--- src/design/pipr_pkg.sv ---
// ----------------------------------------------------------------------------
// pipr_pkg
// Shared types, op codes and the microcode program of the point-in-polygon
// crossing-number core.
// ----------------------------------------------------------------------------
package pipr_pkg;

  localparam int MAX_VERTICES_DEF = 64;

  localparam int COORD_W = 16;
  localparam int VERT_W  = 2 * COORD_W;
  localparam int CNT_W   = 7;
  localparam int OP_W    = 2;

  // Item op codes; the fourth code is unused and changes nothing
  localparam logic [OP_W-1:0] OP_CLEAR  = 2'd0;
  localparam logic [OP_W-1:0] OP_APPEND = 2'd1;
  localparam logic [OP_W-1:0] OP_TEST   = 2'd2;

  typedef enum logic [3:0] {
    ST_IDLE   = 4'd0,
    ST_CLEAR  = 4'd1,
    ST_APPEND = 4'd2,
    ST_TEST   = 4'd3,
    ST_READ   = 4'd4,
    ST_WAIT   = 4'd5,
    ST_CLOSE  = 4'd6,
    ST_DRAIN1 = 4'd7,
    ST_DRAIN2 = 4'd8,
    ST_EMIT   = 4'd9
  } step_t;

  typedef enum logic [2:0] {
    COND_NEXT,      // fall through
    COND_GOTO,      // always jump
    COND_DISPATCH,  // on accept jump by op, else hold
    COND_IF_LT2,    // jump when fewer than two vertices
    COND_LOOP,      // jump back until the last vertex is read
    COND_WAIT_OUT   // jump when the output register is free, else hold
  } cond_t;

  typedef struct packed {
    cond_t cond;
    step_t target;
    logic  in_ready;
    logic  clr_verts;
    logic  append;
    logic  test_init;
    logic  rd_issue;
    logic  close_edge;
    logic  emit;
  } ctrl_word_t;

  typedef struct packed {
    logic            accept;
    logic [OP_W-1:0] op;
    logic            lt2;
    logic            ptr_last;
    logic            out_free;
  } seq_stat_t;

  function automatic ctrl_word_t cw(cond_t c, step_t t);
    ctrl_word_t w;
    w = '0;
    w.cond   = c;
    w.target = t;
    return w;
  endfunction

  // Microcode ROM
  function automatic ctrl_word_t ucode(step_t s);
    ctrl_word_t w;
    w = cw(COND_GOTO, ST_IDLE);
    case (s)
      ST_IDLE: begin
        w = cw(COND_DISPATCH, ST_IDLE);
        w.in_ready = 1'b1;
      end
      ST_CLEAR: begin
        w = cw(COND_GOTO, ST_EMIT);
        w.clr_verts = 1'b1;
      end
      ST_APPEND: begin
        w = cw(COND_GOTO, ST_EMIT);
        w.append = 1'b1;
      end
      ST_TEST: begin
        w = cw(COND_IF_LT2, ST_EMIT);
        w.test_init = 1'b1;
      end
      ST_READ: begin
        w = cw(COND_LOOP, ST_READ);
        w.rd_issue = 1'b1;
      end
      ST_WAIT:   w = cw(COND_NEXT, ST_IDLE);
      ST_CLOSE: begin
        w = cw(COND_NEXT, ST_IDLE);
        w.close_edge = 1'b1;
      end
      ST_DRAIN1: w = cw(COND_NEXT, ST_IDLE);
      ST_DRAIN2: w = cw(COND_NEXT, ST_IDLE);
      ST_EMIT: begin
        w = cw(COND_WAIT_OUT, ST_IDLE);
        w.emit = 1'b1;
      end
      default:   w = cw(COND_GOTO, ST_IDLE);
    endcase
    return w;
  endfunction

  // Entry step for each op code; the unused code goes straight to the result
  function automatic step_t dispatch(logic [OP_W-1:0] op);
    step_t s;
    case (op)
      OP_CLEAR:  s = ST_CLEAR;
      OP_APPEND: s = ST_APPEND;
      OP_TEST:   s = ST_TEST;
      default:   s = ST_EMIT;
    endcase
    return s;
  endfunction

endpackage

--- src/design/pipr_ram.sv ---
// ----------------------------------------------------------------------------
// pipr_ram
// Generic simple dual-port RAM, one write and one registered read port.
// ----------------------------------------------------------------------------
module pipr_ram #(
  parameter int WIDTH = 32,
  parameter int DEPTH = 64
) (
  input  logic                     clk,
  input  logic                     we,
  input  logic [$clog2(DEPTH)-1:0] waddr,
  input  logic [WIDTH-1:0]         wdata,
  input  logic                     re,
  input  logic [$clog2(DEPTH)-1:0] raddr,
  output logic [WIDTH-1:0]         rdata
);

  logic [WIDTH-1:0] mem [DEPTH];

  always_ff @(posedge clk) begin
    if (we) begin
      mem[waddr] <= wdata;
    end
    if (re) begin
      rdata <= mem[raddr];
    end
  end

endmodule

--- src/design/pipr_seq.sv ---
// ----------------------------------------------------------------------------
// pipr_seq
// Microcode sequencer: step counter, control ROM and conditional jumps.
// ----------------------------------------------------------------------------
module pipr_seq (
  input  logic                 clk,
  input  logic                 rst,
  input  pipr_pkg::seq_stat_t  stat,
  output pipr_pkg::ctrl_word_t ctrl
);
  import pipr_pkg::*;

  step_t      pc;
  step_t      pc_next;
  ctrl_word_t word;
  step_t      pc_inc;

  assign word   = ucode(pc);
  assign pc_inc = step_t'(pc + 4'd1);

  always_ff @(posedge clk) begin
    if (rst) begin
      pc <= ST_IDLE;
    end else begin
      pc <= pc_next;
    end
  end

  always_comb begin
    pc_next = pc;
    case (word.cond)
      COND_NEXT:     pc_next = pc_inc;
      COND_GOTO:     pc_next = word.target;
      COND_DISPATCH: pc_next = stat.accept ? dispatch(stat.op) : pc;
      COND_IF_LT2:   pc_next = stat.lt2 ? word.target : pc_inc;
      COND_LOOP:     pc_next = stat.ptr_last ? pc_inc : word.target;
      COND_WAIT_OUT: pc_next = stat.out_free ? word.target : pc;
      default:       pc_next = ST_IDLE;
    endcase
  end

  always_comb begin
    ctrl = word;
  end

endmodule

--- src/design/pipr_datapath.sv ---
// ----------------------------------------------------------------------------
// pipr_datapath
// Vertex store, walk pointer, edge test pipeline, crossing counter and
// output register.
// ----------------------------------------------------------------------------
module pipr_datapath #(
  parameter int MAX_VERTICES = pipr_pkg::MAX_VERTICES_DEF
) (
  input  logic                          clk,
  input  logic                          rst,
  input  pipr_pkg::ctrl_word_t          ctrl,
  output pipr_pkg::seq_stat_t           stat,
  input  logic                          s_tvalid,
  input  logic [pipr_pkg::OP_W-1:0]     s_tuser,
  input  logic [pipr_pkg::VERT_W-1:0]   s_tdata,
  output logic                          m_tvalid,
  input  logic                          m_tready,
  output logic [15:0]                   m_tdata
);
  import pipr_pkg::*;

  localparam int AW = (MAX_VERTICES > 1) ? $clog2(MAX_VERTICES) : 1;
  localparam int CW = $clog2(MAX_VERTICES + 1);

  logic                 accept;
  logic                 out_free;
  logic [CW-1:0]        vertex_count;
  logic [AW-1:0]        ptr;
  logic [OP_W-1:0]      op_q;
  logic signed [15:0]   px;
  logic signed [15:0]   py;
  logic                 drop;
  logic                 full;
  logic                 ram_we;
  logic [VERT_W-1:0]    rd_data;
  logic                 rd_valid;
  logic                 first_pending;
  logic [VERT_W-1:0]    first_v;
  logic [VERT_W-1:0]    prev_v;

  // edge feed
  logic                 edge_en;
  logic [VERT_W-1:0]    b_v;
  logic signed [15:0]   x1, y1, x2, y2;

  // stage 1: differences and span test
  logic                 s1_valid, s1_between, s1_dpos;
  logic signed [16:0]   s1_pxd, s1_dy, s1_pyd, s1_d;
  // stage 2: products
  logic                 s2_valid, s2_between, s2_dpos;
  logic signed [33:0]   s2_lhs, s2_rhs;
  logic                 crossed;
  logic [CNT_W-1:0]     cnt;
  logic                 is_test;

  assign accept   = s_tvalid & ctrl.in_ready;
  assign out_free = ~m_tvalid | m_tready;
  assign full     = (vertex_count == CW'(MAX_VERTICES));
  assign ram_we   = ctrl.append & ~full;

  assign stat.accept   = accept;
  assign stat.op       = s_tuser;
  assign stat.lt2      = (vertex_count < CW'(2));
  assign stat.ptr_last = (CW'(ptr) == (vertex_count - CW'(1)));
  assign stat.out_free = out_free;

  pipr_ram #(
    .WIDTH (VERT_W),
    .DEPTH (MAX_VERTICES)
  ) u_store (
    .clk   (clk),
    .we    (ram_we),
    .waddr (AW'(vertex_count)),
    .wdata ({py, px}),
    .re    (ctrl.rd_issue),
    .raddr (ptr),
    .rdata (rd_data)
  );

  // Latch the item and keep the vertex count
  always_ff @(posedge clk) begin
    if (rst) begin
      vertex_count <= '0;
      drop         <= 1'b0;
      op_q         <= OP_CLEAR;
    end else begin
      if (accept) begin
        drop <= 1'b0;
        op_q <= s_tuser;
      end
      if (ctrl.clr_verts) begin
        vertex_count <= '0;
      end
      if (ctrl.append) begin
        if (full) begin
          drop <= 1'b1;
        end else begin
          vertex_count <= vertex_count + CW'(1);
        end
      end
    end
  end

  always_ff @(posedge clk) begin
    if (accept) begin
      px <= s_tdata[15:0];
      py <= s_tdata[31:16];
    end
  end

  // Walk pointer and read tracking
  always_ff @(posedge clk) begin
    if (rst) begin
      ptr           <= '0;
      rd_valid      <= 1'b0;
      first_pending <= 1'b0;
    end else begin
      rd_valid <= ctrl.rd_issue;
      if (ctrl.test_init) begin
        ptr           <= '0;
        first_pending <= 1'b1;
      end else if (ctrl.rd_issue) begin
        ptr <= ptr + AW'(1);
      end
      if (rd_valid && first_pending) begin
        first_pending <= 1'b0;
      end
    end
  end

  always_ff @(posedge clk) begin
    if (rd_valid) begin
      prev_v <= rd_data;
      if (first_pending) begin
        first_v <= rd_data;
      end
    end
  end

  // Edge from the previous vertex to the new one, or the closing edge
  assign edge_en = ctrl.close_edge | (rd_valid & ~first_pending);
  assign b_v     = ctrl.close_edge ? first_v : rd_data;
  assign x1      = prev_v[15:0];
  assign y1      = prev_v[31:16];
  assign x2      = b_v[15:0];
  assign y2      = b_v[31:16];

  always_ff @(posedge clk) begin
    if (rst) begin
      s1_valid <= 1'b0;
      s2_valid <= 1'b0;
    end else begin
      s1_valid <= edge_en;
      s2_valid <= s1_valid;
    end
  end

  always_ff @(posedge clk) begin
    s1_between <= ((x1 < px) && (px < x2)) || ((x1 > px) && (px > x2));
    s1_dpos    <= (x1 > x2);
    s1_pxd     <= 17'(px) - 17'(x2);
    s1_dy      <= 17'(y1) - 17'(y2);
    s1_pyd     <= 17'(py) - 17'(y2);
    s1_d       <= 17'(x1) - 17'(x2);
    s2_between <= s1_between;
    s2_dpos    <= s1_dpos;
    s2_lhs     <= s1_pxd * s1_dy;
    s2_rhs     <= s1_pyd * s1_d;
  end

  assign crossed = s2_valid & s2_between &
                   (s2_dpos ? (s2_lhs >= s2_rhs) : (s2_lhs <= s2_rhs));

  // Count wraps at 7 bits, the width of the reported count
  always_ff @(posedge clk) begin
    if (rst) begin
      cnt <= '0;
    end else if (ctrl.test_init) begin
      cnt <= '0;
    end else if (crossed) begin
      cnt <= cnt + CNT_W'(1);
    end
  end

  // Output register
  assign is_test = (op_q == OP_TEST);

  always_ff @(posedge clk) begin
    if (rst) begin
      m_tvalid <= 1'b0;
    end else if (ctrl.emit && out_free) begin
      m_tvalid <= 1'b1;
    end else if (m_tready) begin
      m_tvalid <= 1'b0;
    end
  end

  always_ff @(posedge clk) begin
    if (ctrl.emit && out_free) begin
      m_tdata <= {7'd0,
                  is_test ? cnt : CNT_W'(0),
                  is_test & ~cnt[0],
                  drop};
    end
  end

endmodule

--- src/design/point_in_polygon_ray_cast_core.sv ---
// ----------------------------------------------------------------------------
// point_in_polygon_ray_cast_core
// Crossing-number point-in-polygon test on signed Q8.8 coordinates.
// ----------------------------------------------------------------------------
// Usage:
//   Input channel s_*: one item per handshake. s_tuser carries the op
//   (clear vertices, append vertex, test point), s_tdata the x and y.
//   Output channel m_*: exactly one result item per input item, in order.
//   Flow: clear and append step straight on to the result. A test on n stored
//   vertices (n of two or more) walks them: the walk reads one vertex per
//   cycle from the single read port of the vertex store, then the closing
//   edge and the three-stage edge pipeline (differences, products, compare
//   and count) drain. With fewer than two vertices a test goes straight to
//   its result. One item is worked at a time.
//   Stall: the result sits in an output register, so the next item is taken
//   while an earlier result still waits; the sequencer then holds at its
//   result step until m_tready frees the register.
//   Reset: rst clears the vertex count, the sequencer and m_tvalid; the
//   vertex store itself is not cleared and needs no clearing pass.
//   An append to a full store is dropped and reported with status set.
// ----------------------------------------------------------------------------
module point_in_polygon_ray_cast_core #(
  parameter int MAX_VERTICES = pipr_pkg::MAX_VERTICES_DEF
) (
  input  logic        clk,
  input  logic        rst,
  input  logic        s_tvalid,
  output logic        s_tready,
  input  logic [31:0] s_tdata,   // [15:0] coord_x, [31:16] coord_y
  input  logic [1:0]  s_tuser,   // [1:0] op
  output logic        m_tvalid,
  input  logic        m_tready,
  output logic [15:0] m_tdata    // [0] status, [1] is_outside,
                                 // [8:2] crossing_count, [15:9] zero
);
  import pipr_pkg::*;

  ctrl_word_t ctrl;
  seq_stat_t  stat;

  // Ready only at the idle step of the program
  assign s_tready = ctrl.in_ready;

  pipr_seq u_seq (
    .clk  (clk),
    .rst  (rst),
    .stat (stat),
    .ctrl (ctrl)
  );

  pipr_datapath #(
    .MAX_VERTICES (MAX_VERTICES)
  ) u_dp (
    .clk      (clk),
    .rst      (rst),
    .ctrl     (ctrl),
    .stat     (stat),
    .s_tvalid (s_tvalid),
    .s_tuser  (s_tuser),
    .s_tdata  (s_tdata),
    .m_tvalid (m_tvalid),
    .m_tready (m_tready),
    .m_tdata  (m_tdata)
  );

endmodule
--- config.mk ---
export PLATFORM = sky130hd
export DESIGN_NAME = point_in_polygon_ray_cast_core
export DESIGN_NICKNAME = d
export VERILOG_FILES = /design/src/design/pipr_pkg.sv /design/src/design/pipr_ram.sv /design/src/design/pipr_seq.sv /design/src/design/pipr_datapath.sv /design/src/design/point_in_polygon_ray_cast_core.sv
export SDC_FILE = /design/constraint.sdc
export NUM_CORES = 2
export LEC_CHECK = 0
export BUFFER_PORTS_ARGS = -buffer_cell sky130_fd_sc_hd__buf_2
export CAP_MARGIN = 0
export CORE_ASPECT_RATIO = 0.8
export CORE_MARGIN = 2
export CORE_UTILIZATION = 60
export CTS_BUF_LIST = sky130_fd_sc_hd__clkbuf_8 sky130_fd_sc_hd__clkbuf_16
export DETAILED_ROUTE_END_ITERATION = 10
export PLACE_DENSITY = 0.76
export SLEW_MARGIN = 20
export SYNTH_ARGS = -nofsm -noshare
export SYNTH_HDL_FRONTEND = slang
export SYNTH_SLANG_ARGS = --single-unit
--- constraint.sdc ---
create_clock -name clk -period 10.9 [get_ports clk]
set_input_delay 1.635 -clock clk [delete_from_list [all_inputs] [get_ports clk]]
set_output_delay 1.635 -clock clk [all_outputs]
set_load 0.05 [all_outputs]
==> key figures <==
Outcome
  – Outcome: complete, no violations

Timing
  – Crit share post-route: 67.4%
  – Worst Tran Pin Value: 1100 ps
  – Fin Clk Skew: 96.0 ps
  – Final setup fails: 0
  – Fin. Hold Viols: 0
  – Fin. max-slew vios: 0
  – Slew Limit Headroom: 25.9%
  – RSZ-0062 raised after global routing: no
  – Final critical-path required period: 7350 ps
  – FMAX: 0.136 GHz
  – Setup TNS: 0 ps

Routing
  – Vias per cell: 6.38
  – Pre-antenna DRT Iters: 6
  – Residual DRC: 0
  – Final wirelength: 290000 um
  – Post-DRT Antenna Nets: 0
  – WL/cell: 30.9 um
  – Vias after detailed routing: 59900
  – Iteration-0 DRC count of the detailed router: 8152

Yosys
  – Yosys top cell by area: edfxtp_1
  – Top cell type's share of synthesized area: 58.0%
  – Seq cells post-synth: 2368
  – Post-synth EDFFs: 2185
  – Mapped cell area: 0.113 mm^2
  – Gate Count Post-Synth: 6557
  – Syn_area_per_cell: 17.2 um^2
  – Main flop type after synthesis: edfxtp_1
  – Cell with the most instances after synthesis: edfxtp_1
  – Cell variety after synth: 77
  – Synth top cells by count: edfxtp_1 (2185), inv_1 (758), mux4_2 (658)
  – Sequential area share after synthesis: 61.3%
  – Yosys warning total: 0
  – Asr flop ratio synth: 0%
  – Top cells by area, synth: edfxtp_1 (58%), mux4_2 (13%), fa_1 (11%), ha_1 (3.3%), dfxtp_1 (3.2%)

Clock network
  – Max Root-Sink Buffers: 3
  – CTS clk-pin slew, worst paths: 60 ps
  – CTS Sinks: 2368
  – Post-CTS setup buffer count: 0
  – CTS Buf Count: 210
  – Hold buffers post-CTS: 0
  – Post-CTS sizing: 0
  – CTS tree: done
  – Root Driver: clkbuf_16
  – Skew-Pair Late Insertion Delay: 870 ps
  – H-tree Lvls: 4

Setup path
  – Crit-path cells: nand2_1 > fa_1 > inv_1 > fa_1 > inv_1 > fa_1 > inv_1 > fa_1 > fa_1 > inv_1 > fa_1 > inv_1 > ha_1 > nand2_1 > o21ai_0 > a21o_1 > a22oi_1 > o31ai_1 > nand4_1 > a31oi_1 > a21o_1 > a21oi_1 > xnor2_1
  – Critical Path End Type: flip-flop
  – Crit-path max FO: 17
  – Slowest CP cell: dfxtp_1
  – Critical path type: flip-flop to flip-flop
  – CP required: 11580 ps
  – Setup crit start kind: flip-flop
  – CP arrival: 8030 ps
  – Max incr delay on CP: 760 ps
  – Most frequent CP cell: fa_1

Global routing
  – Largest net degree at the start of global routing: 119
  – Global-route wire length before repair: 425000 um
  – All-layer global routing usage: 31.0%
  – Vias in the first global route: 61900
  – Total grt overflow: 0
  – Initial antenna violation count: 20

Finish
  – Final #Nets: 7631
  – Area Overhead vs Synth: 9.58%
  – Fillcell total: 12200
  – Share of cells above drive strength 1: 18.2%
  – Register area: 0.0693 mm^2
  – Multi-input gate area: 0.0404 mm^2

Flow run
  – Max Cap Violations: 0

Floorplan
  – Number of top-level pins: 56
  – Initial core utilization: 60.4%
  – Die Ht: 392 um
  – Die Width: 489 um
  – Cell Rows: 142
  – Total die area: 0.192 mm^2
  – CORE AREA: 0.187 mm^2

Place
  – Post-DP HPWL: 169000 um
  – PortBufs: 48
  – Gpl congestion: 0.907

Hold path
  – Hold WC Path Type: flip-flop to flip-flop
## through the flow
stage,setup slack (ps),instances,cell area [um^2],hold slack [ps],util [%]
finish,3550,9400,124000,329,66.2
global route,3370,9399,124000,334,66.2
CTS,3720,9399,124000,327,66.2
detailed placement,3730,9010,117000,314,62.5
global placement,3840,9010,117000,317,62.5
floorplan,4800,6563,113000,310,-
## layer usage
metal,GRT usage [%],part of all wire (%)
met4,11.3,4.2
met3,7.68,11
met1,42.1,37
met2,49.4,48
met5,0,0.067
## cell usage in the layout (no fill, tap or decap), drive strengths merged, types with 50 or more instances in the layout
master / instances
inv: 810
clkbuf: 218
o21ai: 101
nor2: 200
nand2: 347
fa: 596
xnor2: 99
and2: 302
mux2i: 50
ha: 295
edfxtp: 2185
dfxtp: 183
buf: 183
mux4: 658
a21oi: 102
clkinv: 93
## critical path, delay by kind of cell (launching register included)
family	cells	cell delay, ps
flip-flops	1	760
XOR/XNOR	1	130
AND/OR/NAND/NOR	3	650
AO/OA/AOI/OAI	7	2020
buffers and inverters	5	250
adder cells (fa/ha/maj)	7	3380
## flip-flops by register name, summed over array words and instances (netlist names), 9 cells and up
register            cells
u_dp.s1_pyd            17
u_dp.px                16
u_dp.py                16
u_dp.u_store.mem     2048
u_dp.s2_rhs            34
u_dp.s2_lhs            34
u_dp.prev_v            32
u_dp.m_tdata            9
u_dp.s1_dy             17
u_seq.ctrl             11
u_dp.s1_d              17
u_dp.first_v           32
u_dp.s1_pxd            17
u_dp.u_store.rdata     32
## kinds of logic (layout without fill, tap and decap cells)
family	count (synthesis)	after routing	share of synthesized area, %
buf+inv	1014	1330	3.46
other cells	1	8	0.00332
flops	2368	2368	61.3
simple gates	1061	1061	4.65
mux	725	725	13.7
xor+xnor	131	131	1.01
compound gates	366	366	2.05
fa+ha+maj	891	891	13.8
## final timing paths
| path | start | end | slack, ps | depth (start not counted) |
|---|---|---|---|---|
| min | u_dp.s1_dpos$_DFF_P_ | u_dp.s2_dpos$_DFF_P_ | 330 | 0 |
| min reg2reg | u_dp.s1_dpos$_DFF_P_ | u_dp.s2_dpos$_DFF_P_ | 330 | 0 |
| max reg2reg | u_dp.s1_d[8]$_DFF_P_ | u_dp.s2_rhs[33]$_DFF_P_ | 3550 | 23 |
| max | u_dp.s1_d[8]$_DFF_P_ | u_dp.s2_rhs[33]$_DFF_P_ | 3550 | 23 |
## cell type report
type	count	area share, %
inverters	758	2.30
flip-flops and latches	2368	55.9
repair buffers	183	1.08
clock buffers	218	4.35
multi-input cells	3181	32.6
well taps	2520	2.55
clock inverters	171	1.21
diodes	1	0.00202
Power is not shown: default switching activity piles up to over one toggle a cycle in this logic, so the estimate is an artifact.
